<file path="src/itpa_pkg.sv">
// shared types and constants of the padded ascii integer formatter
`timescale 1ns / 1ps

package itpa_pkg;

  localparam int unsigned VAL_W      = 64;
  localparam int unsigned KIND_W     = 3;
  localparam int unsigned FWIDTH_W   = 6;
  localparam int unsigned CHAR_W     = 8;
  localparam int unsigned NIB_W      = 4;
  localparam int unsigned DEC_DIGITS = 20;
  localparam int unsigned BCD_W      = DEC_DIGITS * NIB_W;
  localparam int unsigned SR_W       = BCD_W + VAL_W;
  localparam int unsigned DCNT_W     = $clog2(DEC_DIGITS + 1);
  localparam int unsigned CCNT_W     = $clog2(VAL_W);

  localparam logic [KIND_W-1:0] KIND_UDEC = 3'd0;
  localparam logic [KIND_W-1:0] KIND_SDEC = 3'd1;
  localparam logic [KIND_W-1:0] KIND_HEXL = 3'd2;
  localparam logic [KIND_W-1:0] KIND_HEXU = 3'd3;
  localparam logic [KIND_W-1:0] KIND_CHAR = 3'd4;

  localparam logic [CHAR_W-1:0] CH_SPACE = 8'h20;
  localparam logic [CHAR_W-1:0] CH_MINUS = 8'h2d;
  localparam logic [CHAR_W-1:0] CH_ZERO  = 8'h30;
  localparam logic [CHAR_W-1:0] CH_UA    = 8'h41;
  localparam logic [CHAR_W-1:0] CH_LA    = 8'h61;

  typedef enum logic [1:0] {
    SEL_PAD  = 2'd0,
    SEL_SIGN = 2'd1,
    SEL_DIG  = 2'd2
  } sel_t;

  typedef struct packed {
    logic load;
    logic conv_step;
    logic norm_step;
    logic pad_load;
    logic out_load;
    sel_t sel;
    logic out_last;
  } ctl_cmd_t;

  typedef struct packed {
    logic kind_ok;
    logic need_conv;
    logic conv_last;
    logic norm_done;
    logic pad_zero;
    logic pad_one;
    logic dig_one;
    logic neg;
    logic left;
    logic out_free;
  } ctl_sts_t;

endpackage

</file>
<file path="src/integer_to_padded_ascii_top.sv">
// Formats one integer field request into a stream of padded ascii characters.
// Input channel: in_valid/in_stall with in_kind, in_is_wide, in_value, in_width,
//   in_zero_lead and in_left_align; one transaction is one field request.
// Output channel: out_valid/out_stall with out_char and out_last; one transaction
//   per character, out_last set on the final character of the field.
// Decimal kinds run a double dabble conversion of the magnitude, one bit per cycle;
//   decimal and hex kinds then drop the leading zero digits.
// Characters leave at one per cycle through the output register unless the output
//   stalls; a right-aligned field closes its front pad run in a step that sends no
//   character, and the sign step is taken whether or not a minus is sent.
// The input stays stalled after a defined request until its last character is
//   loaded into the output register.
// Requests with an undefined kind are taken and dropped without output.
// A stall on the output holds the current character and pauses the sequencer in its
//   output steps.
// Synchronous active-low reset returns the sequencer to idle and empties the
//   output register.
`timescale 1ns / 1ps

module integer_to_padded_ascii_top
  import itpa_pkg::*;
#(
  parameter int unsigned MAX_WIDTH = 63
) (
  input  logic                clk,
  input  logic                rst_n,
  input  logic                in_valid,
  output logic                in_stall,
  input  logic [KIND_W-1:0]   in_kind,
  input  logic                in_is_wide,
  input  logic [VAL_W-1:0]    in_value,
  input  logic [FWIDTH_W-1:0] in_width,
  input  logic                in_zero_lead,
  input  logic                in_left_align,
  output logic                out_valid,
  input  logic                out_stall,
  output logic [CHAR_W-1:0]   out_char,
  output logic                out_last
);

  ctl_cmd_t cmd;
  ctl_sts_t sts;

  itpa_ctrl u_ctrl (
    .clk      (clk),
    .rst_n    (rst_n),
    .in_valid (in_valid),
    .in_stall (in_stall),
    .sts      (sts),
    .cmd      (cmd)
  );

  itpa_datapath #(
    .MAX_WIDTH (MAX_WIDTH)
  ) u_dp (
    .clk           (clk),
    .rst_n         (rst_n),
    .in_kind       (in_kind),
    .in_is_wide    (in_is_wide),
    .in_value      (in_value),
    .in_width      (in_width),
    .in_zero_lead  (in_zero_lead),
    .in_left_align (in_left_align),
    .out_valid     (out_valid),
    .out_stall     (out_stall),
    .out_char      (out_char),
    .out_last      (out_last),
    .cmd           (cmd),
    .sts           (sts)
  );

endmodule

</file>
<file path="src/itpa_ctrl.sv">
// controller state machine of the padded ascii integer formatter
`timescale 1ns / 1ps

module itpa_ctrl
  import itpa_pkg::*;
(
  input  logic     clk,
  input  logic     rst_n,
  input  logic     in_valid,
  output logic     in_stall,
  input  ctl_sts_t sts,
  output ctl_cmd_t cmd
);

  typedef enum logic [6:0] {
    S_IDLE = 7'b0000001,
    S_CONV = 7'b0000010,
    S_NORM = 7'b0000100,
    S_PADF = 7'b0001000,
    S_SIGN = 7'b0010000,
    S_DIG  = 7'b0100000,
    S_PADB = 7'b1000000
  } state_t;

  state_t state_r, state_nxt;

  assign in_stall = (state_r != S_IDLE);

  always_comb begin
    state_nxt = state_r;
    cmd       = '0;
    cmd.sel   = SEL_PAD;
    case (state_r)
      S_IDLE: begin
        if (in_valid) begin
          cmd.load = 1'b1;
          if (sts.kind_ok) begin
            state_nxt = sts.need_conv ? S_CONV : S_NORM;
          end
        end
      end
      S_CONV: begin
        cmd.conv_step = 1'b1;
        if (sts.conv_last) begin
          state_nxt = S_NORM;
        end
      end
      S_NORM: begin
        if (sts.norm_done) begin
          cmd.pad_load = 1'b1;
          state_nxt    = sts.left ? S_SIGN : S_PADF;
        end else begin
          cmd.norm_step = 1'b1;
        end
      end
      S_PADF: begin
        if (sts.pad_zero) begin
          state_nxt = S_SIGN;
        end else if (sts.out_free) begin
          cmd.out_load = 1'b1;
          cmd.sel      = SEL_PAD;
        end
      end
      S_SIGN: begin
        if (!sts.neg) begin
          state_nxt = S_DIG;
        end else if (sts.out_free) begin
          cmd.out_load = 1'b1;
          cmd.sel      = SEL_SIGN;
          state_nxt    = S_DIG;
        end
      end
      S_DIG: begin
        if (sts.out_free) begin
          cmd.out_load = 1'b1;
          cmd.sel      = SEL_DIG;
          cmd.out_last = sts.dig_one && (!sts.left || sts.pad_zero);
          if (sts.dig_one) begin
            state_nxt = (sts.left && !sts.pad_zero) ? S_PADB : S_IDLE;
          end
        end
      end
      S_PADB: begin
        if (sts.out_free) begin
          cmd.out_load = 1'b1;
          cmd.sel      = SEL_PAD;
          cmd.out_last = sts.pad_one;
          if (sts.pad_one) begin
            state_nxt = S_IDLE;
          end
        end
      end
      default: begin
        state_nxt = S_IDLE;
      end
    endcase
  end

  always_ff @(posedge clk) begin
    if (!rst_n) begin
      state_r <= S_IDLE;
    end else begin
      state_r <= state_nxt;
    end
  end

endmodule

</file>
<file path="src/itpa_datapath.sv">
// datapath: operand load, double dabble, digit normalisation, padding and output register
`timescale 1ns / 1ps

module itpa_datapath
  import itpa_pkg::*;
#(
  parameter int unsigned MAX_WIDTH = 63
) (
  input  logic                clk,
  input  logic                rst_n,
  input  logic [KIND_W-1:0]   in_kind,
  input  logic                in_is_wide,
  input  logic [VAL_W-1:0]    in_value,
  input  logic [FWIDTH_W-1:0] in_width,
  input  logic                in_zero_lead,
  input  logic                in_left_align,
  output logic                out_valid,
  input  logic                out_stall,
  output logic [CHAR_W-1:0]   out_char,
  output logic                out_last,
  input  ctl_cmd_t            cmd,
  output ctl_sts_t            sts
);

  localparam logic [FWIDTH_W-1:0] WCAP = FWIDTH_W'(MAX_WIDTH);

  logic [SR_W-1:0]     sr_r;
  logic [CCNT_W-1:0]   conv_cnt_r;
  logic [DCNT_W-1:0]   dig_cnt_r;
  logic [FWIDTH_W-1:0] pad_r;
  logic [FWIDTH_W-1:0] width_r;
  logic [CHAR_W-1:0]   char_r;
  logic                neg_r, left_r, zpad_r, upper_r, is_char_r;
  logic                out_valid_r, out_last_r;
  logic [CHAR_W-1:0]   out_char_r;

  logic [VAL_W-1:0]    ext;
  logic [VAL_W-1:0]    mag;
  logic                neg;
  logic                is_dec;
  logic [BCD_W-1:0]    bcd_adj;
  logic [NIB_W-1:0]    top_nib;
  logic [DCNT_W-1:0]   tlen;
  logic [FWIDTH_W-1:0] tlen_x;
  logic [CHAR_W-1:0]   dig_char;
  logic [CHAR_W-1:0]   sel_char;

  assign is_dec = (in_kind == KIND_UDEC) || (in_kind == KIND_SDEC);

  always_comb begin
    ext = in_is_wide ? in_value : {{(VAL_W/2){in_value[VAL_W/2-1]}}, in_value[VAL_W/2-1:0]};
    neg = (in_kind == KIND_SDEC) && (in_is_wide ? in_value[VAL_W-1] : in_value[VAL_W/2-1]);
    if (neg) begin
      mag = '0 - ext;
    end else if (in_is_wide) begin
      mag = in_value;
    end else begin
      mag = {{(VAL_W/2){1'b0}}, in_value[VAL_W/2-1:0]};
    end
  end

  always_comb begin
    for (int i = 0; i < DEC_DIGITS; i++) begin
      bcd_adj[i*NIB_W +: NIB_W] = (sr_r[VAL_W + i*NIB_W +: NIB_W] >= 4'd5)
                                  ? sr_r[VAL_W + i*NIB_W +: NIB_W] + 4'd3
                                  : sr_r[VAL_W + i*NIB_W +: NIB_W];
    end
  end

  assign top_nib = sr_r[SR_W-1 -: NIB_W];
  assign tlen    = is_char_r ? DCNT_W'(1) : dig_cnt_r + DCNT_W'(neg_r);
  assign tlen_x  = FWIDTH_W'(tlen);

  always_comb begin
    if (top_nib < 4'd10) begin
      dig_char = CH_ZERO + {4'b0, top_nib};
    end else begin
      dig_char = (upper_r ? CH_UA : CH_LA) + {4'b0, top_nib} - 8'd10;
    end
    case (cmd.sel)
      SEL_PAD:  sel_char = zpad_r ? CH_ZERO : CH_SPACE;
      SEL_SIGN: sel_char = CH_MINUS;
      SEL_DIG:  sel_char = is_char_r ? char_r : dig_char;
      default:  sel_char = CH_SPACE;
    endcase
  end

  always_ff @(posedge clk) begin
    if (cmd.load) begin
      width_r    <= (in_width > WCAP) ? WCAP : in_width;
      neg_r      <= neg;
      left_r     <= in_left_align;
      is_char_r  <= (in_kind == KIND_CHAR);
      zpad_r     <= in_zero_lead && !in_left_align && (in_kind != KIND_CHAR);
      upper_r    <= (in_kind == KIND_HEXU);
      char_r     <= in_value[CHAR_W-1:0];
      conv_cnt_r <= '0;
      dig_cnt_r  <= (in_kind == KIND_CHAR) ? DCNT_W'(1) : DCNT_W'(DEC_DIGITS);
      if (is_dec) begin
        sr_r <= {{BCD_W{1'b0}}, mag};
      end else begin
        sr_r <= {{(BCD_W-VAL_W){1'b0}}, mag, {VAL_W{1'b0}}};
      end
    end else if (cmd.conv_step) begin
      sr_r       <= {bcd_adj, sr_r[VAL_W-1:0]} << 1;
      conv_cnt_r <= conv_cnt_r + CCNT_W'(1);
    end else if (cmd.norm_step || (cmd.out_load && cmd.sel == SEL_DIG)) begin
      sr_r      <= sr_r << NIB_W;
      dig_cnt_r <= dig_cnt_r - DCNT_W'(1);
    end
    if (cmd.pad_load) begin
      pad_r <= (width_r > tlen_x) ? width_r - tlen_x : '0;
    end else if (cmd.out_load && cmd.sel == SEL_PAD) begin
      pad_r <= pad_r - FWIDTH_W'(1);
    end
  end

  always_ff @(posedge clk) begin
    if (!rst_n) begin
      out_valid_r <= 1'b0;
    end else if (cmd.out_load) begin
      out_valid_r <= 1'b1;
    end else if (!out_stall) begin
      out_valid_r <= 1'b0;
    end
  end

  always_ff @(posedge clk) begin
    if (cmd.out_load) begin
      out_char_r <= sel_char;
      out_last_r <= cmd.out_last;
    end
  end

  assign out_valid = out_valid_r;
  assign out_char  = out_char_r;
  assign out_last  = out_last_r;

  assign sts.kind_ok   = (in_kind <= KIND_CHAR);
  assign sts.need_conv = is_dec;
  assign sts.conv_last = (conv_cnt_r == CCNT_W'(VAL_W - 1));
  assign sts.norm_done = is_char_r || (dig_cnt_r == DCNT_W'(1)) || (top_nib != '0);
  assign sts.pad_zero  = (pad_r == '0);
  assign sts.pad_one   = (pad_r == FWIDTH_W'(1));
  assign sts.dig_one   = (dig_cnt_r == DCNT_W'(1));
  assign sts.neg       = neg_r;
  assign sts.left      = left_r;
  assign sts.out_free  = !out_valid_r || !out_stall;

endmodule

</file>
<file path="config.mk">
export PLATFORM = sky130hd
export DESIGN_NAME = integer_to_padded_ascii_top
export DESIGN_NICKNAME = d
export VERILOG_FILES = /design/src/itpa_pkg.sv /design/src/integer_to_padded_ascii_top.sv /design/src/itpa_ctrl.sv /design/src/itpa_datapath.sv
export SDC_FILE = /design/constraint.sdc
export NUM_CORES = 1
export LEC_CHECK = 0
export BUFFER_PORTS_ARGS = -buffer_cell sky130_fd_sc_hd__buf_4
export CAP_MARGIN = 20
export CORE_MARGIN = 1
export CORE_UTILIZATION = 50
export DETAILED_ROUTE_END_ITERATION = 8
export GPL_TIMING_DRIVEN = 0
export HOLD_SLACK_MARGIN = 0.12
export MAX_ROUTING_LAYER = met4
export PLACE_DENSITY = 0.72
export RECOVER_POWER = 25
export SYNTH_ARGS = -nofsm -noshare
export SYNTH_HDL_FRONTEND = slang
export SYNTH_SLANG_ARGS = --single-unit
</file>
<file path="constraint.sdc">
create_clock -name clk -period 8.6 [get_ports clk]
set_input_delay 2.58 -clock clk [delete_from_list [all_inputs] [get_ports clk]]
set_output_delay 2.58 -clock clk [all_outputs]
set_load 0.01 [all_outputs]
</file>
# Yosys cells after proc, flatten, opt, wreduce, memory -nomap -nowiden

Index checks and enable logic that the tools add are counted.

Register bits after elaboration: 197
Logic and storage cells: 196

Add/sub/neg operators: 29
$lt $le $gt $ge: 24
Eq/ne operators: 29
Muxes and demuxes: 72
Reductions and logical operators: 27

Operators with widths:

| kind                    | number |
|---|---|
| $mux W144               | 3 |
| $mux W64                | 3 |
| $mux W128               | 1 |
| $mux W4                 | 21 |
| $mux W7                 | 12 |
| $ge A4 B3 Y1 const B    | 20 |
| $add A4 B2 Y4 const B   | 19 |
| $sub A1 B64 Y64 const A | 1 |
| $pmux W7 S7             | 1 |
| $mux W5                 | 7 |
| $mux W6                 | 4 |
| $pmux W8 S3             | 1 |
| $mux W3                 | 6 |
| $mux W8                 | 2 |
| $ne A2 B2 Y1 const B    | 6 |
| $pmux W3 S4             | 1 |
| $ne A2 B1 Y1 const B    | 5 |
| $reduce_and A10 Y1      | 1 |
| $add A7 B4 Y8           | 1 |
| $mux W1                 | 8 |
| $sub A8 B4 Y8 const B   | 1 |
| $add A6 B4 Y7 const A   | 1 |
| $eq A7 B1 Y1 const B    | 1 |
| $eq A7 B2 Y1 const B    | 1 |
| 37 further kinds        | 54 |

# Longest topological paths before layout

Gate-level depths: netlist of run 1.

Depth in word-level cells: 11
Mapped depth: 11
Depth with buffers taken out: 11

# By module

Synthesis of run 1 repeated with hierarchy kept, for this count alone.

Cell total of the unflattened synthesis: 1498
Area total of the unflattened synthesis: 14023.4 um^2

Modules (own cells, without submodules):

| module        | instances | cells an instance | area each (um^2) |
|---|---|---|---|
| itpa_datapath | 1         | 1418              | 13395.3 |
| itpa_ctrl     | 1         | 80                | 628.1 |

# Worst setup path before layout of run 1

No wires, ideal clock.

Path type: input to register
Start point: input port in_valid
End point: register u_dp.sr_r[0], enable pin
Library setup time: 1.580 ns
Arrival time: 7.074 ns
Required time: 7.020 ns
Setup slack: -0.053 ns
Stages: 8
Buffers on the path: 3
Cell sequence: and3b_1 -> nand2_2 -> inv_2 -> buf_2 -> nor2_1 -> buf_2 -> buf_2 -> nand3_1

RTL lines:

| item                 | line                              | RTL |
|---|---|---|
| from (decl)          | integer_to_padded_ascii_top.sv:27 | `input logic in_valid,` |
| to (signal assigned) | itpa_datapath.sv:100              | `sr_r <= {{BCD_W{1'b0}}, mag};` |
| to (signal assigned) | itpa_datapath.sv:102              | `sr_r <= {{(BCD_W-VAL_W){1'b0}}, mag, {VAL_W{1'b0}}};` |
| to (signal assigned) | itpa_datapath.sv:105              | `sr_r <= {bcd_adj, sr_r[VAL_W-1:0]} << 1;` |
| to (decl)            | itpa_datapath.sv:27               | `logic [SR_W-1:0] sr_r;` |

==> flow_summary.toml, run 1 <==
[global_route]
antenna_found_initial = 0
grt_start_max_net_pins = 57
grt_pass1_vias = 10800
grt_usage_pct = 29.7
grt_pass1_wl_mm = 59.8
grt_overflow = 0

[floorplan]
coreArea_sq_um = 26000
die_x_microns = 164
io_pins = 91
dieArea_sq_um = 27000
initial_utilization_pct = 50.8
die_y_microns = 164
rows = 59

[setup_path]
worstSetupPathType = "primary input to register"
arrival_ns = 6.58
crit_chain = "clkbuf_1, and3b_1, nand2_1, inv_1, clkbuf_1, nor2_1, buf_2, buf_2, nand3_4, buf_16, buf_16"
cp_slowest_cell = "clkbuf_1"
startpoint_type = "primary input"
cpPeakStageDelay_ns = 1.14
cp.required_ns = 8.72
worst-path-max-fanout = 56
crit_path_end_kind = "register"

[clocking]
cts_tree = "done"
clock_latency_ns = 0.45
ctsHoldBuffers = 0
clk_pin_slew_ns = 0.08
postCtsResizedCells = 0
h-tree-depth = 4
cts_buffer_depth = 2
clock_tree.root_cell = "clkbuf_16"
cts_buffers = 17
cts_setup_buffers = 0
clkSinkCount = 197

[cells_and_area]
nFillCells = 2319
seq_area_sq_um = 5780
areaGrowthSynthToFinish_pct = 12.1
drive_gt1_share_pct = 8.93
multi_input_area_sq_um = 6870
final_nets = 1636
n_antenna_cell = 0
design_area_sq_um = 14800

[detailed_routing]
wl_per_cell_microns = 21.0
first_pass_iters = 5
detail-route-antenna-nets = 0
vias_per_cell = 6.45
drc = 0
routed_wl_mm = 38.7
dr.first_iter.drc_count = 1556
num_vias = 11900

[logic_synthesis]
synth.most_common_cell = "edfxtp_1"
synth.area.top_cells = "edfxtp_1 (42%), o21ai_0 (6.2%), ha_1 (5.3%), a22oi_1 (5.2%), a21oi_1 (4.7%)"
ys_async_sr_fraction_pct = 0
syn_nets = 1536
syn_area_sq_um = 13200
synth_cells = 1399
yosysWarningCount = 0
synth_flop_cell = "edfxtp_1"
synth_top_cell_by_area = "edfxtp_1"
syn_avg_cell_area_sq_um = 9.43
synth-seq-area-share_pct = 43.8
synth-seq-cells = 197
synth_common_cells = "edfxtp_1 (183), o21ai_0 (164), a21oi_1 (124)"
synth_top_area_share_pct = 41.6
synth-edff-count = 183
synth.distinct_cells = 75

[power_and_ir_drop]
powerDensity_nw_per_um2 = 266
leakagePower_nw = 5.39
p_total_mw = 3.93
peakVddDrop_mv = 0.122

[run]
drv_cap = 1

[worst_hold_path]
hp-class = "register to register"

[place]
post-dp-hpwl_mm = 28.8
portBuffers = 79
place_area_sq_um = 14300
gp_congestion = 0.931

[sta]
slew_headroom_pct = -4.31
slew_violations = 29
tightest_slew_ns = 1.56
fin_crit_sh_pct = 75.1
clock-skew-final_ns = 0.0179
timing.final.crit_period_ns = 6.46
rsz0062_at_grt = "no"
finalSetupViolCount = 0
fmax_ghz = 0.155
hold_viol = 0
worst_hold_slack_ns = 0.517

[run_status]
violations = "capacitance limit, slew limit"
status = "finished with violations"
==> layer usage <==
| layer | vias to the layer above | routed length, microns | global-route usage [%] |
|---|---|---|---|
| li1 | 5475 | - | - |
| met2 | 646 | 17800 | 45.9 |
| met3 | 73 | 3580 | 3.39 |
| met5 | - | 0 | - |
| met1 | 5713 | 16300 | 40.7 |
| met4 | 0 | 1010 | 10.5 |
==> cell usage in the layout, fill, tap and decap left out, drive strengths merged, types with 34 or more instances in the layout <==
cell type / Yosys / routed
xnor2: 49 / 49
o21ai: 176 / 176
buf: 29 / 87
xor2: 39 / 39
nor2: 95 / 95
clkbuf: 55 / 95
nand2: 105 / 105
inv: 57 / 67
edfxtp: 183 / 183
nor3b: 34 / 34
ha: 56 / 56
a21oi: 124 / 124
a22oi: 92 / 92
==> registers in the layout, indices dropped and copies added (netlist names), 5 cells and up <==
register / flops
u_dp.out_char: 8
u_dp.char_r: 8
u_dp.sr_r: 144
u_dp.conv_cnt_r: 6
u_dp.width_r: 6
u_ctrl.state_r: 7
u_dp.pad_r: 6
u_dp.dig_cnt_r: 5
==> logic make-up after synthesis <==
logic type               share of synthesized area (%)
XOR/XNOR                                          5.84
AO/OA/AOI/OAI                                     23.5
buffers and inverters                             4.25
AND/OR/NAND/NOR                                   16.3
flip-flops                                        43.8
adder cells (fa/ha/maj)                           5.46
multiplexers                                     0.958
==> worst max-delay path: cells and delay by family <==
family / cells / cell delay, ns
buffers and inverters: 7 / 2.73
AND/OR/NAND/NOR: 4 / 1.20
==> path summary, 6_finish.rpt <==
kind | from | endpoint | slack [ns] | cells past startpoint
max | in_valid | u_dp.sr_r[71]$_DFFE_PP_ | 2.14 | 11
min | u_dp.conv_cnt_r[0]$_SDFFE_PP0P_ | u_dp.conv_cnt_r[0]$_SDFFE_PP0P_ | 0.52 | 2
max reg2reg | u_ctrl.state_r[4]$_SDFFE_PN0P_ | u_dp.sr_r[71]$_DFFE_PP_ | 3.65 | 12
min reg2reg | u_dp.conv_cnt_r[0]$_SDFFE_PP0P_ | u_dp.conv_cnt_r[0]$_SDFFE_PP0P_ | 0.52 | 2
==> layout make-up <==
type                       instances  area share [%]
buffer                            84            2.33
clock buffer                      17            2.88
clock inverter                    15            1.18
inverter                          57            1.45
multi-input combinational       1061            46.4
sequential                       197            39.0
tap                              335            2.83
timing repair buffer              81            3.87
==> stage by stage <==
stage	util, %	worst slack (ns)	instances	setup TNS [ns]
after floorplan	-	1.84	1399	0
after global placement	54.7	-0.277	1813	-38.42
after detailed placement	54.9	2.47	1815	0
after CTS	57.2	2.93	1847	0
after global routing	56.9	1.91	1847	0
final	56.9	2.14	1847	0
==> power by group <==
part / total (mW) / switching (mW) / internal (mW)
Sequential: 1.71 / 0.248 / 1.46
Combinational: 1.41 / 0.840 / 0.567
Clock: 0.815 / 0.419 / 0.396
Note: power is estimated with default switching activity, not from simulation.
==> run 2, diff against run 1 <==
--- a/config.mk
+++ b/config.mk
@@ -13,7 +13,7 @@
 export GPL_TIMING_DRIVEN = 0
 export HOLD_SLACK_MARGIN = 0.12
 export MAX_ROUTING_LAYER = met4
-export PLACE_DENSITY = 0.72
+export PLACE_DENSITY = 0.69
 export RECOVER_POWER = 25
 export SYNTH_ARGS = -nofsm -noshare
 export SYNTH_HDL_FRONTEND = slang
==> constraint.sdc (replaced) <==
create_clock -name clk -period 6.7 [get_ports clk]
set_input_delay 2.01 -clock clk [delete_from_list [all_inputs] [get_ports clk]]
set_output_delay 2.01 -clock clk [all_outputs]
set_load 0.01 [all_outputs]
==> run 2 against run 1 <==
The flow now finishes without violations. Worst hold slack improved by 0.0096 ns. Critical endpoint is now u_dp.sr_r[68]$_DFFE_PP_. Final area barely moved. Final cell count rose by 0.11%. Sequential share of layout area barely moved.
==> flow_summary.toml, run 2 (synthesis results as in run 1) <==
[setup_path]
crit_path_end_kind = "register"
arrival_ns = 5.28
cp.required_ns = 6.83
startpoint_type = "primary input"
cp_slowest_cell = "buf_2"
reg2reg_depth = 13
r2r_start = "u_ctrl.state_r[2]$_SDFFE_PN0P_"
cp_common_cell = "buf_2"
cpPeakStageDelay_ns = 0.55
worstSetupPathType = "primary input to register"
crit_chain = "clkbuf_1, and3b_1, nand2_1, inv_1, buf_2, nor2_1, buf_2, buf_2, nand3_4, buf_16, buf_12, buf_16"
worst-path-max-fanout = 59
rrSetupSlack_ns = 2.50
r2r_end = "u_dp.sr_r[68]$_DFFE_PP_"
path_delay_family = "buffers and inverters"
startpoint = "in_valid"
critical_path_buf_inv_count = 8

[place]
post-dp-hpwl_mm = 29.3
portBuffers = 79
gp_congestion = 0.959
place_area_sq_um = 14300

[floorplan]
die_y_microns = 164
io_pins = 91
initial_utilization_pct = 50.8
die_x_microns = 164
rows = 59
coreArea_sq_um = 26000
dieArea_sq_um = 27000

[global_route]
grt_pass1_vias = 10900
antenna_found_initial = 0
grt_start_max_net_pins = 60
grt_usage_pct = 30.1
grt_pass1_wl_mm = 60.3
grt_overflow = 0

[power_and_ir_drop]
pwr-share-seq_pct = 43.4
power.internal_mw = 3.12
peakVddDrop_mv = 0.175
clkPwrFrac_pct = 20.5
p_total_mw = 5.06
p_comb_share_pct = 36.1
sw_frac_of_total_pct = 38.3
leakagePower_nw = 5.40
powerDensity_nw_per_um2 = 342
p_sw_mw = 1.94

[detailed_routing]
wl_met2_mm = 17.9
dr.first_iter.drc_count = 1516
num_vias = 11800
first_pass_iters = 6
vias_per_cell = 6.38
drc = 0
detail-route-antenna-nets = 0
top_layer_used = "met4"
routed_wl_mm = 39.0
met3WireLength_mm = 3.07
wl_met1_mm = 16.9
wl_per_cell_microns = 21.1

[clocking]
postCtsResizedCells = 0
ctsHoldBuffers = 0
clock_tree.root_cell = "clkbuf_16"
clk_pin_slew_ns = 0.08
cts_setup_buffers = 0
cts_tree = "done"
h-tree-depth = 4
clkSinkCount = 197
cts_buffer_depth = 2
cts_buffers = 17
clock_latency_ns = 0.44

[sta]
clock-skew-final_ns = 0.0113
fmax_ghz = 0.194
tightest_slew_ns = 0.917
hold_viol = 0
rsz0062_at_grt = "no"
fin_crit_sh_pct = 77.0
slew_headroom_pct = 38.6
finalSetupViolCount = 0
timing.final.crit_period_ns = 5.16
slew_violations = 0

[cells_and_area]
largest_reg_flops = 144
nFillCells = 2332
final_common_cell = "edfxtp_1"
mostFrequentLayoutCells = "edfxtp_1 (183), o21ai_0 (165), a21oi_1 (124)"
regMostFlops = "u_dp.sr_r"
areaGrowthSynthToFinish_pct = 12.2
multi_input_area_sq_um = 6870
seq_area_sq_um = 5780
n_antenna_cell = 0
final_nets = 1638
drive_gt1_share_pct = 9.11
design_area_sq_um = 14800

[worst_hold_path]
min_from = "u_dp.conv_cnt_r[5]$_SDFFE_PP0P_"
hold_depth = 2
min_to = "u_dp.conv_cnt_r[5]$_SDFFE_PP0P_"
hp-class = "register to register"

[run_status]
status = "finished, final reports clean"

[run]
drv_cap = 0
[run 2: cell count changes in the layout (fill, tap and decap cells not counted), sizes merged]
cell / delta
buf: +3
inv: +1
clkbuf: -1
clkinvlp: +1
clkinv: -2
[run 2: worst max path at each step]
stage                                 end  slack (ns)  cells after the start
2_1_floorplan  u_dp.sr_r[0]$_SDFFCE_PN0P_        0.51                      8
3_3_place_gp      u_dp.sr_r[81]$_DFFE_PP_       -1.65                      9
3_5_place_dp      u_dp.sr_r[81]$_DFFE_PP_        1.31                     12
4_1_cts            u_dp.sr_r[6]$_DFFE_PP_        1.73                     12
5_1_grt           u_dp.sr_r[86]$_DFFE_PP_        1.31                     12
6_report          u_dp.sr_r[68]$_DFFE_PP_        1.54                     12
[run 2: stage by stage]
step,setup slack (ns),instances,util [%],setup TNS [ns],hold slack [ns]
after floorplan,0.505,1399,-,0,0.472
after global routing,1.31,1849,57.0,0,0.555
after detailed placement,1.31,1816,55.0,0,0.510
after CTS,1.73,1848,57.2,0,0.527
final,1.54,1849,57.0,0,0.527
after global placement,-1.65,1813,54.7,-235.33,0.490
[run 2: tightest hold or removal path: stages (launching register included)]
cell and delay [ns]:
dfxtp_1 0.35, xor2_1 0.07, nor2_1 0.07
[run 2: area by class of cell]
cell class | count | share of cell area [%]
Clock inverter | 15 | 1.05
Multi-Input combinational cell | 1061 | 46.4
Buffer | 84 | 2.33
Timing Repair Buffer | 83 | 4.06
Sequential cell | 197 | 39.0
Clock buffer | 17 | 2.87
Inverter | 57 | 1.45
Tap cell | 335 | 2.83
[run 2: metal layers]
metal  vias to the layer above  global-route usage, %
met2                       601                   46.1
met5                         -                      -
met4                         0                   10.7
met1                      5640                   41.5
met3                        81                   3.39
li1                       5470                      -
[run 2: power groups by stage]
stage | combinational [mW] | sequential [mW] | clock, mW
2_1_floorplan | 1.33 | 2.12 | 0
3_3_place_gp | 1.71 | 2.24 | 0
3_5_place_dp | 1.81 | 2.20 | 0
4_1_cts | 1.82 | 2.18 | 1.04
5_1_grt | 2.05 | 2.23 | 1.09
6_report | 1.83 | 2.19 | 1.04
